<file path="src/rtl/cbf_pkg.sv">
// ----------------------------------------------------------------------------
// cbf_pkg
// Shared constants, types and arithmetic helpers of the Bezier flattener.
// ----------------------------------------------------------------------------
`default_nettype none
package cbf_pkg;
	localparam int MAX_DIVS_DEF  = 63;
	localparam int FRAC_BITS_DEF = 16;
	localparam int DIV_W         = 6;
	localparam int IDX_W         = 3;

	localparam logic [IDX_W-1:0] REG_OFFSET_X = 3'd0;
	localparam logic [IDX_W-1:0] REG_OFFSET_Y = 3'd1;
	localparam logic [IDX_W-1:0] REG_ANCHOR_X = 3'd2;
	localparam logic [IDX_W-1:0] REG_ANCHOR_Y = 3'd3;
	localparam logic [IDX_W-1:0] REG_SCALE_X  = 3'd4;
	localparam logic [IDX_W-1:0] REG_SCALE_Y  = 3'd5;
	localparam logic [IDX_W-1:0] REG_COS_ROT  = 3'd6;
	localparam logic [IDX_W-1:0] REG_SIN_ROT  = 3'd7;

	typedef struct packed {
		logic signed [31:0] ax;
		logic signed [31:0] ay;
		logic signed [31:0] ox;
		logic signed [31:0] oy;
		logic signed [31:0] sx;
		logic signed [31:0] sy;
		logic signed [17:0] cr;
		logic signed [17:0] sr;
	} cfg_t;

	typedef struct packed {
		logic signed [31:0] x;
		logic signed [31:0] y;
		logic               last;
	} pt_t;

	// Saturate a 66-bit signed value to 32 bits.
	function automatic logic signed [31:0] sat32(input logic signed [65:0] v);
		logic signed [65:0] hi;
		logic signed [65:0] lo;
		hi = 66'sd2147483647;
		lo = -66'sd2147483648;
		if (v > hi) return 32'sh7fffffff;
		else if (v < lo) return 32'sh80000000;
		else return v[31:0];
	endfunction
endpackage
`default_nettype wire

</file>
<file path="src/rtl/cbf_param_gen.sv">
// ----------------------------------------------------------------------------
// cbf_param_gen
// Walks the run of one segment and issues t for each point, one per cycle while advance is high.
// t = floor(j*2^F/D) is kept as an integer part and a remainder, stepped by
// a precomputed quotient and remainder of 2^F/D taken from a small restoring
// division unit run before the walk.
// ----------------------------------------------------------------------------
`default_nettype none
module cbf_param_gen #(
	parameter int MAX_DIVS  = cbf_pkg::MAX_DIVS_DEF,
	parameter int FRAC_BITS = cbf_pkg::FRAC_BITS_DEF
) (
	input  wire                       clk,
	input  wire                       arst_n,
	input  wire                       start,
	input  wire [cbf_pkg::DIV_W-1:0]  divisions,
	input  wire                       final_segment,
	input  wire                       advance,
	output logic                      busy,
	output logic                      t_valid,
	output logic [FRAC_BITS:0]        t_val,
	output logic                      t_last
);
	localparam int DW = cbf_pkg::DIV_W;
	localparam int CW = $clog2(FRAC_BITS + 2);

	logic [DW-1:0]      divs_q;
	logic [DW:0]        count_q;
	logic [DW:0]        idx_q;
	logic [FRAC_BITS:0] quo_q;
	logic [DW-1:0]      rem_q;
	logic [FRAC_BITS:0] t_q;
	logic [DW-1:0]      tr_q;
	logic [CW-1:0]      bit_q;
	logic               div_q;
	logic               walk_q;
	logic [DW-1:0]      divs_c;
	logic [DW:0]        trial;
	logic [DW:0]        tr_next;

	always_comb begin
		divs_c = (divisions == '0) ? DW'(1) : divisions;
		if (int'(divs_c) > MAX_DIVS) divs_c = DW'(MAX_DIVS);
	end

	// One quotient bit of 2^F / D per cycle; dividend has a single one bit.
	assign trial   = {rem_q, (bit_q == CW'(FRAC_BITS))};
	assign tr_next = {1'b0, tr_q} + {1'b0, rem_q};

	always_ff @(posedge clk or negedge arst_n) begin
		if (!arst_n) begin
			div_q   <= 1'b0;
			walk_q  <= 1'b0;
			idx_q   <= '0;
			count_q <= '0;
			bit_q   <= '0;
		end else if (start) begin
			div_q   <= 1'b1;
			walk_q  <= 1'b0;
			bit_q   <= CW'(FRAC_BITS);
			idx_q   <= '0;
			count_q <= {1'b0, divs_c} + (DW+1)'(final_segment);
		end else if (div_q) begin
			if (bit_q == '0) begin
				div_q  <= 1'b0;
				walk_q <= 1'b1;
			end else begin
				bit_q <= bit_q - CW'(1);
			end
		end else if (walk_q && advance) begin
			idx_q <= idx_q + (DW+1)'(1);
			if (idx_q + (DW+1)'(1) == count_q) walk_q <= 1'b0;
		end
	end

	always_ff @(posedge clk) begin
		if (start) begin
			divs_q <= divs_c;
			rem_q  <= '0;
			quo_q  <= '0;
			t_q    <= '0;
			tr_q   <= '0;
		end else if (div_q) begin
			if (trial >= {1'b0, divs_q}) begin
				rem_q <= DW'(trial - {1'b0, divs_q});
				quo_q <= {quo_q[FRAC_BITS-1:0], 1'b1};
			end else begin
				rem_q <= trial[DW-1:0];
				quo_q <= {quo_q[FRAC_BITS-1:0], 1'b0};
			end
		end else if (walk_q && advance) begin
			if (tr_next >= {1'b0, divs_q}) begin
				tr_q <= DW'(tr_next - {1'b0, divs_q});
				t_q  <= t_q + quo_q + (FRAC_BITS+1)'(1);
			end else begin
				tr_q <= tr_next[DW-1:0];
				t_q  <= t_q + quo_q;
			end
		end
	end

	assign busy    = div_q | walk_q;
	assign t_valid = walk_q;
	assign t_val   = t_q;
	assign t_last  = (idx_q + (DW+1)'(1) == count_q);
endmodule
`default_nettype wire

</file>
<file path="config.mk">
export PLATFORM = sky130hd
export DESIGN_NAME = cbf_param_gen
export DESIGN_NICKNAME = d
export VERILOG_FILES = /design/src/rtl/cbf_pkg.sv /design/src/rtl/cbf_param_gen.sv
export SDC_FILE = /design/constraint.sdc
export NUM_CORES = 1
export LEC_CHECK = 0
export ABC_AREA = 1
export BUFFER_PORTS_ARGS = -buffer_cell sky130_fd_sc_hd__clkbuf_2
export CORE_MARGIN = 4
export CORE_UTILIZATION = 40
export DETAILED_ROUTE_END_ITERATION = 10
export HOLD_SLACK_MARGIN = 0.08
export PLACE_DENSITY = 0.67
export SYNTH_ARGS = -nofsm -noshare
export SYNTH_HDL_FRONTEND = slang
export SYNTH_SLANG_ARGS = --single-unit
export TNS_END_PERCENT = 50
</file>
<file path="constraint.sdc">
create_clock -name clk -period 6.5 [get_ports clk]
set_input_delay 0.65 -clock clk [delete_from_list [all_inputs] [get_ports clk]]
set_output_delay 0.65 -clock clk [all_outputs]
set_load 0.01 [all_outputs]
</file>
Word level (Yosys, flattened, before mapping)
Index checks and enable logic that the tools add are counted.

word-level totals
  register bits = 73
  bits in latches = 0
  RAM bits = 0
  ROM bits = 0
  output and inout bits = 20
  logic and storage cells = 57
  memories = 0

operators by class
  add/subtract/negate cells = 8
  $mul = 0
  divide/modulo/power cells = 0
  magnitude comparators = 2
  equality and inequality tests = 5
  shifts and indexed selects = 0
  multiplexer cells = 19
  bitwise operators = 2
  reduce and logical (&&, ||, !) cells = 11

operator list
  cell                                                                count
  7-bit 2-to-1 mux                                                    3
  6-bit 2-to-1 mux                                                    3
  17-bit by 1-bit adder with 17-bit output, second input constant     1
  17-bit adder                                                        1
  17-bit 2-to-1 mux                                                   1
  5-bit 2-to-1 mux                                                    3
  7-bit by 6-bit greater-or-equal comparator with 1-bit output        2
  6-bit subtractor                                                    2
  1-bit 2-to-1 mux                                                    9
  6-bit by 1-bit adder with 7-bit output                              1
  6-bit by 6-bit adder with 7-bit output                              1
  7-bit by 1-bit adder with 7-bit output, second input constant       1
  7-bit equality test                                                 1
  6-bit zero test                                                     1
  2-bit AND reduction                                                 3
  3-bit nonzero test                                                  2
  5-bit equality test, second input constant                          1
  5-bit zero test                                                     1
  5-bit by 1-bit subtractor with 5-bit output, second input constant  1
  2-bit != test, second input constant                                2
  2-bit nonzero test                                                  2
  3-bit by 2-bit != test with 1-bit output, second input constant     1
  3-bit AND reduction                                                 1
  1-bit logical AND                                                   1
  other kinds (2)                                                     2

Logic depth before layout (Yosys ltp)
Gate-level depths: netlist of the first run.

  depth in word-level cells = 6
  gate-level depth with buffers = 22

Worst setup path after synthesis of the first run
OpenSTA, ideal clock, no wires.

  path kind = register -> register
  start point = register rem_q[0]
  end point = register tr_q[3]
  library setup time = 117 ps
  data arrival time = 2,776 ps
  data required time = 6,383 ps
  path slack = 3,607 ps
  cell stages (with the launch flop) = 22
  cells stage by stage = dfxtp_1 -> ha_1 -> inv_1 -> fa_1 -> inv_1 -> a31oi_1 -> xor2_1 -> inv_1 -> ha_1 -> nand2_1 -> inv_1 -> nand2_1 -> nand2_1 -> nor2_1 -> nor2_4 -> nor2_4 -> inv_4 -> buf_6 -> nand2_1 -> nand2_1 -> o221ai_1 -> inv_1

between the ends
  cells in the longest elaborated chain, start to end = 3
  elaborated cells between the ends (all ways) = 4

RTL lines
  item                                                                                                     line                                      text
  from (decl)                                                                                              cbf_param_gen.sv:31                       logic [DW-1:0] rem_q;
  from (signal assigned)                                                                                   cbf_param_gen.sv:85                       rem_q <= DW'(trial - {1'b0, divs_q});
  from (signal assigned)                                                                                   cbf_param_gen.sv:88                       rem_q <= trial[DW-1:0];
  6-bit by 6-bit adder with 7-bit output (*)                                                               cbf_param_gen.sv:48                       assign tr_next = {1'b0, tr_q} + {1'b0, rem_q};
  6-bit subtractor / 7-bit by 6-bit greater-or-equal comparator with 1-bit output (equally long branches)  cbf_param_gen.sv:93, cbf_param_gen.sv:92
  6-bit 2-to-1 mux (*)                                                                                     cbf_param_gen.sv:92                       if (tr_next >= {1'b0, divs_q}) begin
  to (signal assigned)                                                                                     cbf_param_gen.sv:93                       tr_q <= DW'(tr_next - {1'b0, divs_q});
  to (signal assigned)                                                                                     cbf_param_gen.sv:96                       tr_q <= tr_next[DW-1:0];
  to (decl)                                                                                                cbf_param_gen.sv:33                       logic [DW-1:0] tr_q;

Mark *: on every way between the ends. The rest lies on a longest branch, timed or not.
A chain may end at the register's enable or synchronous reset.

Worst setup path after layout of the first run
  start point = register rem_q[2]
  end point = register t_q[8] (netlist: t_val[8])

between the ends
  cells in the longest elaborated chain, start to end = 3

RTL lines
  item                                                          line                 text
  6-bit by 6-bit adder with 7-bit output                        cbf_param_gen.sv:48
  7-bit by 6-bit greater-or-equal comparator with 1-bit output  cbf_param_gen.sv:92
  17-bit 2-to-1 mux                                             cbf_param_gen.sv:92
  to (signal assigned)                                          cbf_param_gen.sv:94  t_q <= t_q + quo_q + (FRAC_BITS+1)'(1);
  to (signal assigned)                                          cbf_param_gen.sv:97  t_q <= t_q + quo_q;
  to (decl)                                                     cbf_param_gen.sv:32  logic [FRAC_BITS:0] t_q;

No other way between the ends.

==> reports/metrics.csv, run 1 <==
stage,metric,value,unit
global_route,initial antenna violation count,0,
clock_tree,Post-CTS Resized,0,
status,outcome,"complete, no violations",
setup_path,critical path launch point type,flop,
flow_run,maxcap violations,0,
synth,YS warnings,0,
detailed_routing,ANT nets after route,0,
setup_path,Setup CP Type,flop to flop,
synth,synthesized flop and latch total,73,
synth,"top cells by area, synth","dfxtp_1, nand2_1, dfrtp_1, ha_1, inv_1",
detailed_routing,routed wire length per instance,12.9,µm
sta,Slew @ Worst Pin,0.833,ns
setup_path,most frequent CP cell,nand2_1,
sta,Final Hold Fails,0,
floorplan,row count,41,
synth,register area share after synthesis,31.5,%
clock_tree,Clock transition at path regs,0.07,ns
floorplan,IO Count,31,
clock_tree,# hold bufs at CTS,0,
sta,"Setup violations, final",0,
sta,FMAX,0.307,GHz
sta,Setup Skew,0.0132,ns
global_route,first-pass GRT wire length,21000,µm
clock_tree,Clock Tree Root,clkbuf_16,
clock_tree,CTS tree,built,
final_layout,ant diodes,0,
setup_path,"Max FO, Critical Path",14,
floorplan,Die Width,122,µm
detailed_routing,DR iter-0 viols,324,
sta,min cycle time layout,3.26,ns
setup_path,Worst Path Required,6.75,ns
placement,Final GP Congestion,0.896,
floorplan,Initial Utilization,40.9,%
power,leak pwr,0.00280,µW
power,total power divided by cell area,249,mW/mm²
synth,Synth cell types,41,
synth,Yosys top cell area share,17.8,%
synth,Post-synth EDFFs,6,
sta,Slew Limit Fails,0,
floorplan,die area,0.0148,mm²
placement,Port Buffers,30,
min_path,Worst Hold Class,input pin to asynchronous set/reset pin,
detailed_routing,first drt pass iteration count,5,
synth,Post-Syn Area,0.00516,mm²
synth,Post-Syn Nets,806,
global_route,GR Layer Usage met2,27.2,%
global_route,routing usage on met3,3.67,%
floorplan,Die Ht,122,µm
final_layout,layout cells sized above 1,10.6,%
global_route,global route total overflow,0,
placement,placed instance count,939,
clock_tree,clk_lat worst skew,0.35,ns
setup_path,R2R cell count,21,
final_layout,# nets final,832,
power,VDD IR max,0.179,mV
setup_path,crit-path leading delay family,simple AND/OR/NAND/NOR gates,
clock_tree,post-CTS setup buffer count,0,
sta,Sum Neg Setup Slack,0,ns
detailed_routing,Routed WL,12300,µm
synth,ys async rst share,28.8,%
final_layout,Layout Cells excl Fill,955,
floorplan,CORE AREA,0.0126,mm²
sta,Tcrit/Tclk final,50.2,%
detailed_routing,# DRC,0,
setup_path,CP arrival,3.51,ns
clock_tree,H-tree depth,3,
detailed_routing,via count,4640,
setup_path,Worst Setup End Kind,flop,
clock_tree,CTS buffer count,9,
detailed_routing,vias per inst,4.86,
setup_path,worst stage delay on the critical path,0.37,ns
setup_path,Crit-path slowest cell,ha_1,
synth,predominant post-synthesis flop cell,dfxtp_1,
sta,RSZ-0062 raised after global routing,no,
sta,worst hold slack,0.275,ns
placement,HPWL Detailed,9460,µm
setup_path,Crit path buffers/inverters,4,
global_route,pin count of the biggest net entering global routing,22,
setup_path,critical path depth,21,
synth,Avg Inst Size Synth,6.86,µm²
synth,Synth Instances,752,
global_route,Total Routing Usage GR,17.7,%
global_route,vias in the first global route,4350,
global_route,Most Crowded Layer GR,met2,
synth,Yosys top cell by area,dfxtp_1,
global_route,met1 Track Usage GR,24.8,%
clock_tree,CTS Sinks,73,
clock_tree,clk buf depth,2,
sta,Slew headroom,44.4,%
setup_path,CP cell instances,ha_1 -> nand2_1 -> nor2_1 -> a211oi_1 -> xor2_1 -> inv_1 -> ha_1 -> nand2_1 -> inv_1 -> nand2_1 -> nand2_1 -> nor2_1 -> nor2_4 -> nor2_4 -> inv_4 -> nand3_4 -> nor2_2 -> xor2_1 -> nand2_1 -> nand2_1 -> inv_1,
final_layout,Area Overhead vs Synth,11.2,%
## sequential cells by signal, indices dropped and copies added, names as in the netlist
register  count
count_q       7
bit_q         5
t_val        17
idx_q         7
div_q         1
tr_q          6
divs_q        6
t_valid       1
rem_q         6
quo_q        17
## cells in the mapped netlist (12+ instances only)
| library cell | count |
|---|---|
| ha_1 | 39 |
| inv_1 | 120 |
| dfxtp_1 | 46 |
| xnor2_1 | 12 |
| o22ai_1 | 24 |
| nand2_1 | 219 |
| nand4_1 | 12 |
| nand3_1 | 44 |
| dfrtp_1 | 21 |
| nor2_1 | 43 |
| o21ai_0 | 35 |
| xor2_1 | 13 |
| clkbuf_1 | 15 |
| a21oi_1 | 26 |
## placed cells by master, fill, tap and decap left out, drive strengths merged, types with 8 or more instances in the layout
cell    Yosys  routed
o22ai      24      24
nand4      12      12
xnor2      12      12
dfxtp      46      46
nor2       54      54
nor3        8       8
o21ai      38      38
xor2       13      13
ha         39      39
a21oi      27      27
inv       131     132
nand2     224     224
clkbuf     15      40
dfrtp      21      21
nand3      51      51
## path summary, 6_finish.rpt
kind                           from        to  slack [ns]
max                        rem_q[2]  t_val[8]        3.24
min                          arst_n  idx_q[4]        0.28
max reg2reg                rem_q[2]  t_val[8]        3.24
min reg2reg                 tr_q[5]   tr_q[5]        0.46
max in group asynchronous    arst_n  idx_q[2]        5.86
min in group clk            tr_q[5]   tr_q[5]        0.46
## worst reg2reg max path, cell delays in order, from the launching register on
cell and delay [ns]:
dfxtp_1 0.34, ha_1 0.37, nand2_1 0.10, nor2_1 0.04, a211oi_1 0.28, xor2_1 0.24
inv_1 0.07, ha_1 0.33, nand2_1 0.09, inv_1 0.04, nand2_1 0.05, nand2_1 0.04
nor2_1 0.20, nor2_4 0.06, nor2_4 0.28, inv_4 0.14, nand3_4 0.12, nor2_2 0.06
xor2_1 0.13, nand2_1 0.06, nand2_1 0.08, inv_1 0.03
## metrics by stage
step	cell area, µm²	worst slack (ns)	power, µW	util [%]
after global routing	5740	2.96	1530	45.5
after detailed placement	5470	3.26	970	43.3
after global placement	5470	3.35	970	43.3
after floorplan	5160	3.61	876	-
after CTS	5740	3.24	1440	45.5
final	5740	3.24	1430	45.5
## cells by family after synthesis
kind of cell    share of synthesized area, %
buf+inv                                 11.0
xor+xnor                                4.24
fa+ha+maj                               11.0
compound gates                          12.3
flops                                   31.5
simple gates                            29.9
## metal layers
metal	wire [µm]	share of wire [%]
met1	6280	51
met2	5290	43
met3	437	3.6
met4	295	2.4
met5	0	0
## layout make-up
cell class / instances / area (µm²)
fill: 1289 / 6880
multi-input combinational: 530 / 2970
sequential: 73 / 1630
inverter: 133 / 502
clock buffer: 10 / 229
tap: 172 / 215
timing repair buffer: 31 / 158
clock inverter: 6 / 45.0
## where the power goes
part	internal, µW	switching (µW)
sequential	500	29.1
clock	260	211
combinational	158	275
Note: power is estimated with default switching activity, not from simulation.
==> run 2: changes to the inputs <==
--- a/config.mk
+++ b/config.mk
@@ -11,7 +11,7 @@
 export CORE_UTILIZATION = 40
 export DETAILED_ROUTE_END_ITERATION = 10
 export HOLD_SLACK_MARGIN = 0.08
-export PLACE_DENSITY = 0.67
+export PLACE_DENSITY = 0.69
 export SYNTH_ARGS = -nofsm -noshare
 export SYNTH_HDL_FRONTEND = slang
 export SYNTH_SLANG_ARGS = --single-unit
==> constraint.sdc (replaced) <==
create_clock -name clk -period 2.95 [get_ports clk]
set_input_delay 0.295 -clock clk [delete_from_list [all_inputs] [get_ports clk]]
set_output_delay 0.295 -clock clk [all_outputs]
set_load 0.01 [all_outputs]
==> reports/metrics.csv, run 2 (synthesis results as in run 1) <==
stage,metric,value,unit,change
final_layout,total area of sequential cells,0.00164,mm²,+0.69%
setup_path,Setup CP Type,flop to flop,,
detailed_routing,# DRC,0,,unchanged
floorplan,die area,0.0148,mm²,unchanged
final_layout,ant diodes,0,,unchanged
sta,final worst setup slack,-0.0181,ns,-3.26 ns
setup_path,Worst Path Required,3.24,ns,-3.51 ns
final_layout,multi-input logic area,0.00314,mm²,+5.9%
floorplan,row count,41,,unchanged
power,Pint,2180,µW,+140%
setup_path,critical path launch point type,flop,,
setup_path,CP endpoint,t_val[14],,
power,leak pwr,0.00294,µW,+5.2%
placement,Final GP Congestion,0.871,,-2.9%
global_route,first-pass GRT wire length,21100,µm,+0.79%
clock_tree,Clock transition at path regs,0.06,ns,about the same
setup_path,Worst Setup End Kind,flop,,
detailed_routing,routed wire length per instance,13.2,µm,+2.7%
global_route,routing usage on met3,2.65,%,-1.0 points
placement,Port Buffers,30,,unchanged
detailed_routing,Routed WL,13000,µm,+5.4%
final_layout,"most common cell after layout, fill and taps aside",nand2_1,,
clock_tree,CTS buffer count,9,,unchanged
setup_path,crit path launch,tr_q[0],,
sta,FMAX,0.337,GHz,+9.9%
status,outcome,"complete, but fails checks",,
setup_path,RR Startpoint,tr_q[0],,
sta,Slew headroom,46.9,%,+2.5 points
placement,HPWL Detailed,9640,µm,+1.9%
setup_path,FF-to-FF End,t_val[14],,
sta,min cycle time layout,2.97,ns,-0.294 ns
final_layout,# nets final,857,,+3.0%
clock_tree,clk buf depth,2,,unchanged
setup_path,R2R cell count,20,,-4.8%
sta,Slew @ Worst Pin,0.795,ns,-0.0381 ns
sta,Sum Neg Setup Slack,-0.0391,ns,-0.0391 ns
detailed_routing,vias per inst,4.94,,+1.7%
sta,Setup Skew,0.00875,ns,-0.00447 ns
clock_tree,H-tree depth,3,,unchanged
global_route,Most Crowded Layer GR,met2,,
power,Sw Ratio,36.2,%,+0.27 points
global_route,GR Layer Usage met2,28.2,%,+1.0 points
detailed_routing,ANT nets after route,0,,unchanged
power,Clk pwr share,30.7,%,-2.1 points
min_path,Worst Hold Class,input pin to flop,,
status,failing checks,negative setup slack,,
global_route,vias in the first global route,4443,,+2.1%
floorplan,IO Count,31,,unchanged
global_route,initial antenna violation count,0,,unchanged
detailed_routing,DR iter-0 viols,290,,-10%
final_layout,layout cells sized above 1,17.6,%,+7.0 points
power,Logic pwr share,34.9,%,+4.7 points
clock_tree,CTS Sinks,73,,unchanged
final_layout,# fillers,1284,,-0.39%
placement,placed instance count,956,,+1.8%
clock_tree,CTS tree,built,,
sta,Final Hold Fails,0,,unchanged
detailed_routing,via count,4841,,+4.3%
power,VDD IR max,0.354,mV,+98%
power,total power divided by cell area,556,mW/mm²,+120%
global_route,met1 Track Usage GR,24.4,%,-0.35 points
final_layout,Area Overhead vs Synth,18.8,%,
detailed_routing,first drt pass iteration count,5,,unchanged
sta,"Setup violations, final",3,,+3
global_route,Total Routing Usage GR,17.9,%,+0.22 points
final_layout,Layout Cells excl Fill,980,,+2.6%
setup_path,Reg2Reg Setup Slack,-0.02,ns,-3.26 ns
global_route,pin count of the biggest net entering global routing,22,,unchanged
clock_tree,clk_lat worst skew,0.35,ns,about the same
sta,RSZ-0062 raised after global routing,yes,,
power,share of power burned in registers,34.4,%,-2.5 points
placement,dpl ws,-0.0419,ns,-3.30 ns
setup_path,"Max FO, Critical Path",5,,-9
clock_tree,Clock Tree Root,clkbuf_16,,
setup_path,CP arrival,3.26,ns,-0.25 ns
power,total net switching power,1230,µW,+140%
floorplan,Initial Utilization,40.9,%,unchanged
sta,Tcrit/Tclk final,101,%,+50 points
floorplan,CORE AREA,0.0126,mm²,unchanged
final_layout,"commonest non-fill, non-tap cells in the layout","nand2_1, inv_1, nand3_1",,
floorplan,Die Width,122,µm,unchanged
sta,Slew Limit Fails,0,,unchanged
floorplan,Die Ht,122,µm,unchanged
global_route,global route total overflow,0,,unchanged
flow_run,maxcap violations,0,,unchanged
-- run 2: changes by cell type in the layout (fill, tap and decap cells not counted), sizes merged --
cell | before | now
buf | 1 | 25
clkinv | 4 | 6
clkinvlp | 3 | 1
dlygate4sd3 | 0 | 1
-- run 2: area by class of cell --
cell class	count	area share, %
clock buffers	10	3.73
clock inverters	6	0.714
inverters	133	8.18
multi-input cells	530	51.2
flip-flops and latches	73	26.7
well taps	172	3.51
repair buffers	56	5.94
-- run 2: worst max-delay path: stages, from the launching register on --
cell and delay [ns]:
dfxtp_2 0.33, ha_2 0.16, inv_2 0.05, fa_2 0.37
inv_2 0.09, a31oi_4 0.09, xor2_2 0.19, inv_1 0.09
ha_4 0.31, nand2_2 0.07, nor3_2 0.20, nor2_4 0.08
nor2_4 0.13, nor2_4 0.07, inv_4 0.09, nand3_4 0.11
nor2_4 0.19, nand2_1 0.07, nand2_1 0.05, nand2_1 0.06
a21oi_2 0.11
-- run 2: power groups by stage --
stage / logic (µW) / registers [µW] / clock network (µW)
floorplan: 756 / 1170 / 0
global placement: 1050 / 1180 / 0
detailed placement: 1060 / 1180 / 0
CTS: 1070 / 1160 / 1060
global route: 1340 / 1180 / 1110
finish: 1190 / 1170 / 1050
-- run 2: worst min-delay path by stage --
| stage | slack [ns] | start | to | depth (start not counted) |
|---|---|---|---|---|
| 5_1_grt | 0.18 | divisions[1] | divs_q[1] | 1 |
| 3_5_place_dp | 0.31 | arst_n | count_q[1] | 1 |
| 2_1_floorplan | -0.0006 | arst_n | bit_q[0] | 0 |
| 4_1_cts | 0.17 | divisions[1] | divs_q[1] | 1 |
| 3_3_place_gp | 0.30 | arst_n | count_q[1] | 1 |
| 6_report | 0.18 | divisions[1] | divs_q[1] | 1 |
-- run 2: metrics by stage --
step | util [%] | hold slack (ns) | area, µm² | power [µW]
2_1_floorplan | - | -0.000591 | 5160 | 1930
3_3_place_gp | 44.4 | 0.299 | 5610 | 2230
3_5_place_dp | 44.4 | 0.309 | 5610 | 2240
4_1_cts | 46.8 | 0.171 | 5910 | 3300
5_1_grt | 48.6 | 0.178 | 6130 | 3630
6_report | 48.6 | 0.178 | 6130 | 3410
-- run 2: per-layer routing --
layer | wire length, µm | up-vias | part of all wire (%)
met5 | 0 | - | 0
met4 | 344 | 0 | 2.7
met3 | 505 | 25 | 3.9
met2 | 5880 | 87 | 45
met1 | 6240 | 2202 | 48
li1 | - | 2527 | -
-- run 2: timing repair --
action                                  CTS  global route
hold buffers                              1             0
endpoints found under the hold margin    21             0
gates resized for setup                   4            39
endpoints found under the setup margin   10            23
pin swaps                                 1            16
setup buffers                             0             7
==> run 3: changes to the inputs <==
--- a/config.mk
+++ b/config.mk
@@ -12,6 +12,7 @@
 export DETAILED_ROUTE_END_ITERATION = 10
 export HOLD_SLACK_MARGIN = 0.08
 export PLACE_DENSITY = 0.69
+export SETUP_SLACK_MARGIN = 0.4
 export SYNTH_ARGS = -nofsm -noshare
 export SYNTH_HDL_FRONTEND = slang
 export SYNTH_SLANG_ARGS = --single-unit
==> reports/metrics.csv, run 3 (synthesis results as in run 1) <==
stage,metric,value,unit,change
setup_path,Setup CP Type,flop to flop,,
final_layout,# nets final,859,,+0.23%
clock_tree,Clock Tree Root,clkbuf_16,,
clock_tree,H-tree depth,3,,unchanged
sta,worst hold slack,0.176,ns,-0.00151 ns
global_route,vias in the first global route,4713,,+6.1%
placement,HPWL Detailed,9650,µm,about the same
floorplan,CORE AREA,0.0126,mm²,unchanged
final_layout,"commonest non-fill, non-tap cells in the layout","nand2_1, inv_1, nand3_1",,
clock_tree,CTS Sinks,73,,unchanged
placement,placed instance count,947,,-0.94%
sta,RSZ-0062 raised after global routing,yes,,
global_route,initial antenna violation count,0,,unchanged
global_route,Total Routing Usage GR,18.9,%,+0.95 points
floorplan,die area,0.0148,mm²,unchanged
sta,final worst setup slack,-0.0416,ns,-0.0235 ns
detailed_routing,vias per inst,4.93,,-0.16%
detailed_routing,first drt pass iteration count,5,,unchanged
global_route,first-pass GRT wire length,22100,µm,+4.8%
placement,dpl ws,0.0106,ns,+0.0526 ns
placement,placed cell area,0.00558,mm²,-0.58%
final_layout,# fillers,1262,,-1.7%
sta,Slew Limit Fails,0,,unchanged
power,VDD IR max,0.342,mV,-3.4%
detailed_routing,DR iter-0 viols,345,,+19%
final_layout,layout cells sized above 1,17.9,%,+0.33 points
status,outcome,"complete, but fails checks",,
detailed_routing,Routed WL,12900,µm,-0.88%
floorplan,IO Count,31,,unchanged
setup_path,CP arrival,3.24,ns,-0.02 ns
global_route,global route total overflow,0,,unchanged
sta,Sum Neg Setup Slack,-0.174,ns,-0.135 ns
placement,Port Buffers,30,,unchanged
sta,Setup Skew,0.00663,ns,-0.00212 ns
sta,Slew headroom,46.0,%,-0.94 points
floorplan,row count,41,,unchanged
min_path,Worst Hold Class,input pin to flop,,
power,total power divided by cell area,566,mW/mm²,+1.8%
sta,Tcrit/Tclk final,101,%,+0.80 points
sta,"Setup violations, final",8,,+5
flow_run,maxcap violations,0,,unchanged
setup_path,Reg2Reg Setup Slack,-0.04,ns,-0.02 ns
detailed_routing,via count,4843,,+0.041%
sta,FMAX,0.334,GHz,-0.79%
floorplan,Die Ht,122,µm,unchanged
final_layout,Final Cell Area,0.00619,mm²,+1.0%
floorplan,Die Width,122,µm,unchanged
detailed_routing,routed wire length per instance,13.1,µm,-1.1%
status,failing checks,negative setup slack,,
setup_path,"Max FO, Critical Path",7,,+2
final_layout,Layout Cells excl Fill,982,,+0.20%
sta,Final Hold Fails,0,,unchanged
final_layout,ant diodes,0,,unchanged
setup_path,Worst Path Required,3.20,ns,-0.04 ns
floorplan,Initial Utilization,40.9,%,unchanged
final_layout,Area Overhead vs Synth,20.0,%,
detailed_routing,# DRC,0,,unchanged
sta,Slew @ Worst Pin,0.809,ns,+0.0141 ns
placement,Final GP Congestion,0.886,,+1.7%
sta,min cycle time layout,2.99,ns,+0.0235 ns
final_layout,"most common cell after layout, fill and taps aside",nand2_1,,
power,leak pwr,0.00295,µW,+0.37%
detailed_routing,ANT nets after route,0,,unchanged
setup_path,Worst Setup End Kind,flop,,
clock_tree,clk buf depth,2,,unchanged
clock_tree,Clock transition at path regs,0.06,ns,about the same
clock_tree,CTS buffer count,9,,unchanged
setup_path,critical path launch point type,flop,,
global_route,pin count of the biggest net entering global routing,22,,unchanged
clock_tree,CTS tree,built,,
clock_tree,clk_lat worst skew,0.35,ns,about the same
run 3: critical path: stages (launching register included):
cell and delay (ns):
dfxtp_2 0.35, ha_4 0.13, inv_2 0.04, fa_2 0.38, inv_2 0.08, a31oi_2 0.08, xor2_1 0.21, inv_1 0.13
ha_4 0.28, nand2_4 0.08, inv_1 0.04, nand2_1 0.06, nand2_2 0.06, nor2_4 0.12, nor2_4 0.05, nor2_4 0.21
clkinv_4 0.12, nand3_4 0.11, nor2_4 0.06, xor2_1 0.13, nand2_1 0.06, nand2_1 0.06, inv_1 0.04
run 3: final timing paths:
| check | cells after the start | to | from |
|---|---|---|---|
| worst max-delay path | 22 | t_val[8] | rem_q[0] |
| worst min-delay path | 1 | divs_q[1] | divisions[1] |
| worst max register to register | 22 | t_val[8] | rem_q[0] |
| worst min register to register | 2 | tr_q[5] | tr_q[5] |
| max in group asynchronous | 2 | idx_q[0] | arst_n |
| min in group asynchronous | 2 | count_q[5] | arst_n |
run 3: power by group:
group	switching, µW	leakage (µW)	internal [µW]	total [µW]
registers	69.1	0.000700	1110	1180
clock network	460	0.000146	662	1120
logic	701	0.00211	510	1210
total	1230	0.00295	2280	3510
run 3: final cells by class:
cell class                      count  area, µm²  area share [%]
Tap cell                          172        215            3.47
Clock inverter                      7       77.6            1.25
Sequential cell                    73       1640            26.4
Clock buffer                        9        225            3.64
Inverter                          133        504            8.14
Timing Repair Buffer               58        378            6.10
Multi-Input combinational cell    530       3160            51.0
run 3: through the flow:
step | util, % | total power, µW
2_1_floorplan | - | 1950
3_3_place_gp | 44.2 | 2190
3_5_place_dp | 44.2 | 2200
4_1_cts | 48.3 | 3470
5_1_grt | 49.1 | 3750
6_report | 49.1 | 3510
run 3: what timing repair did:
action,CTS,global route
hold endpoints to repair,21,0
gates resized for setup,20,24
buffers inserted,16,2
setup endpoints to repair,23,25
pin swaps,13,6
hold buffers,1,0
run 3: layer usage:
layer / global-route usage [%] / vias up / share of wire, %
met3: 3.53 / 25 / 4.4
met1: 24.6 / 2180 / 46
met2: 31.5 / 102 / 47
met4: 6.51 / 0 / 2.5
met5: 0 / - / 0
li1: - / 2536 / -
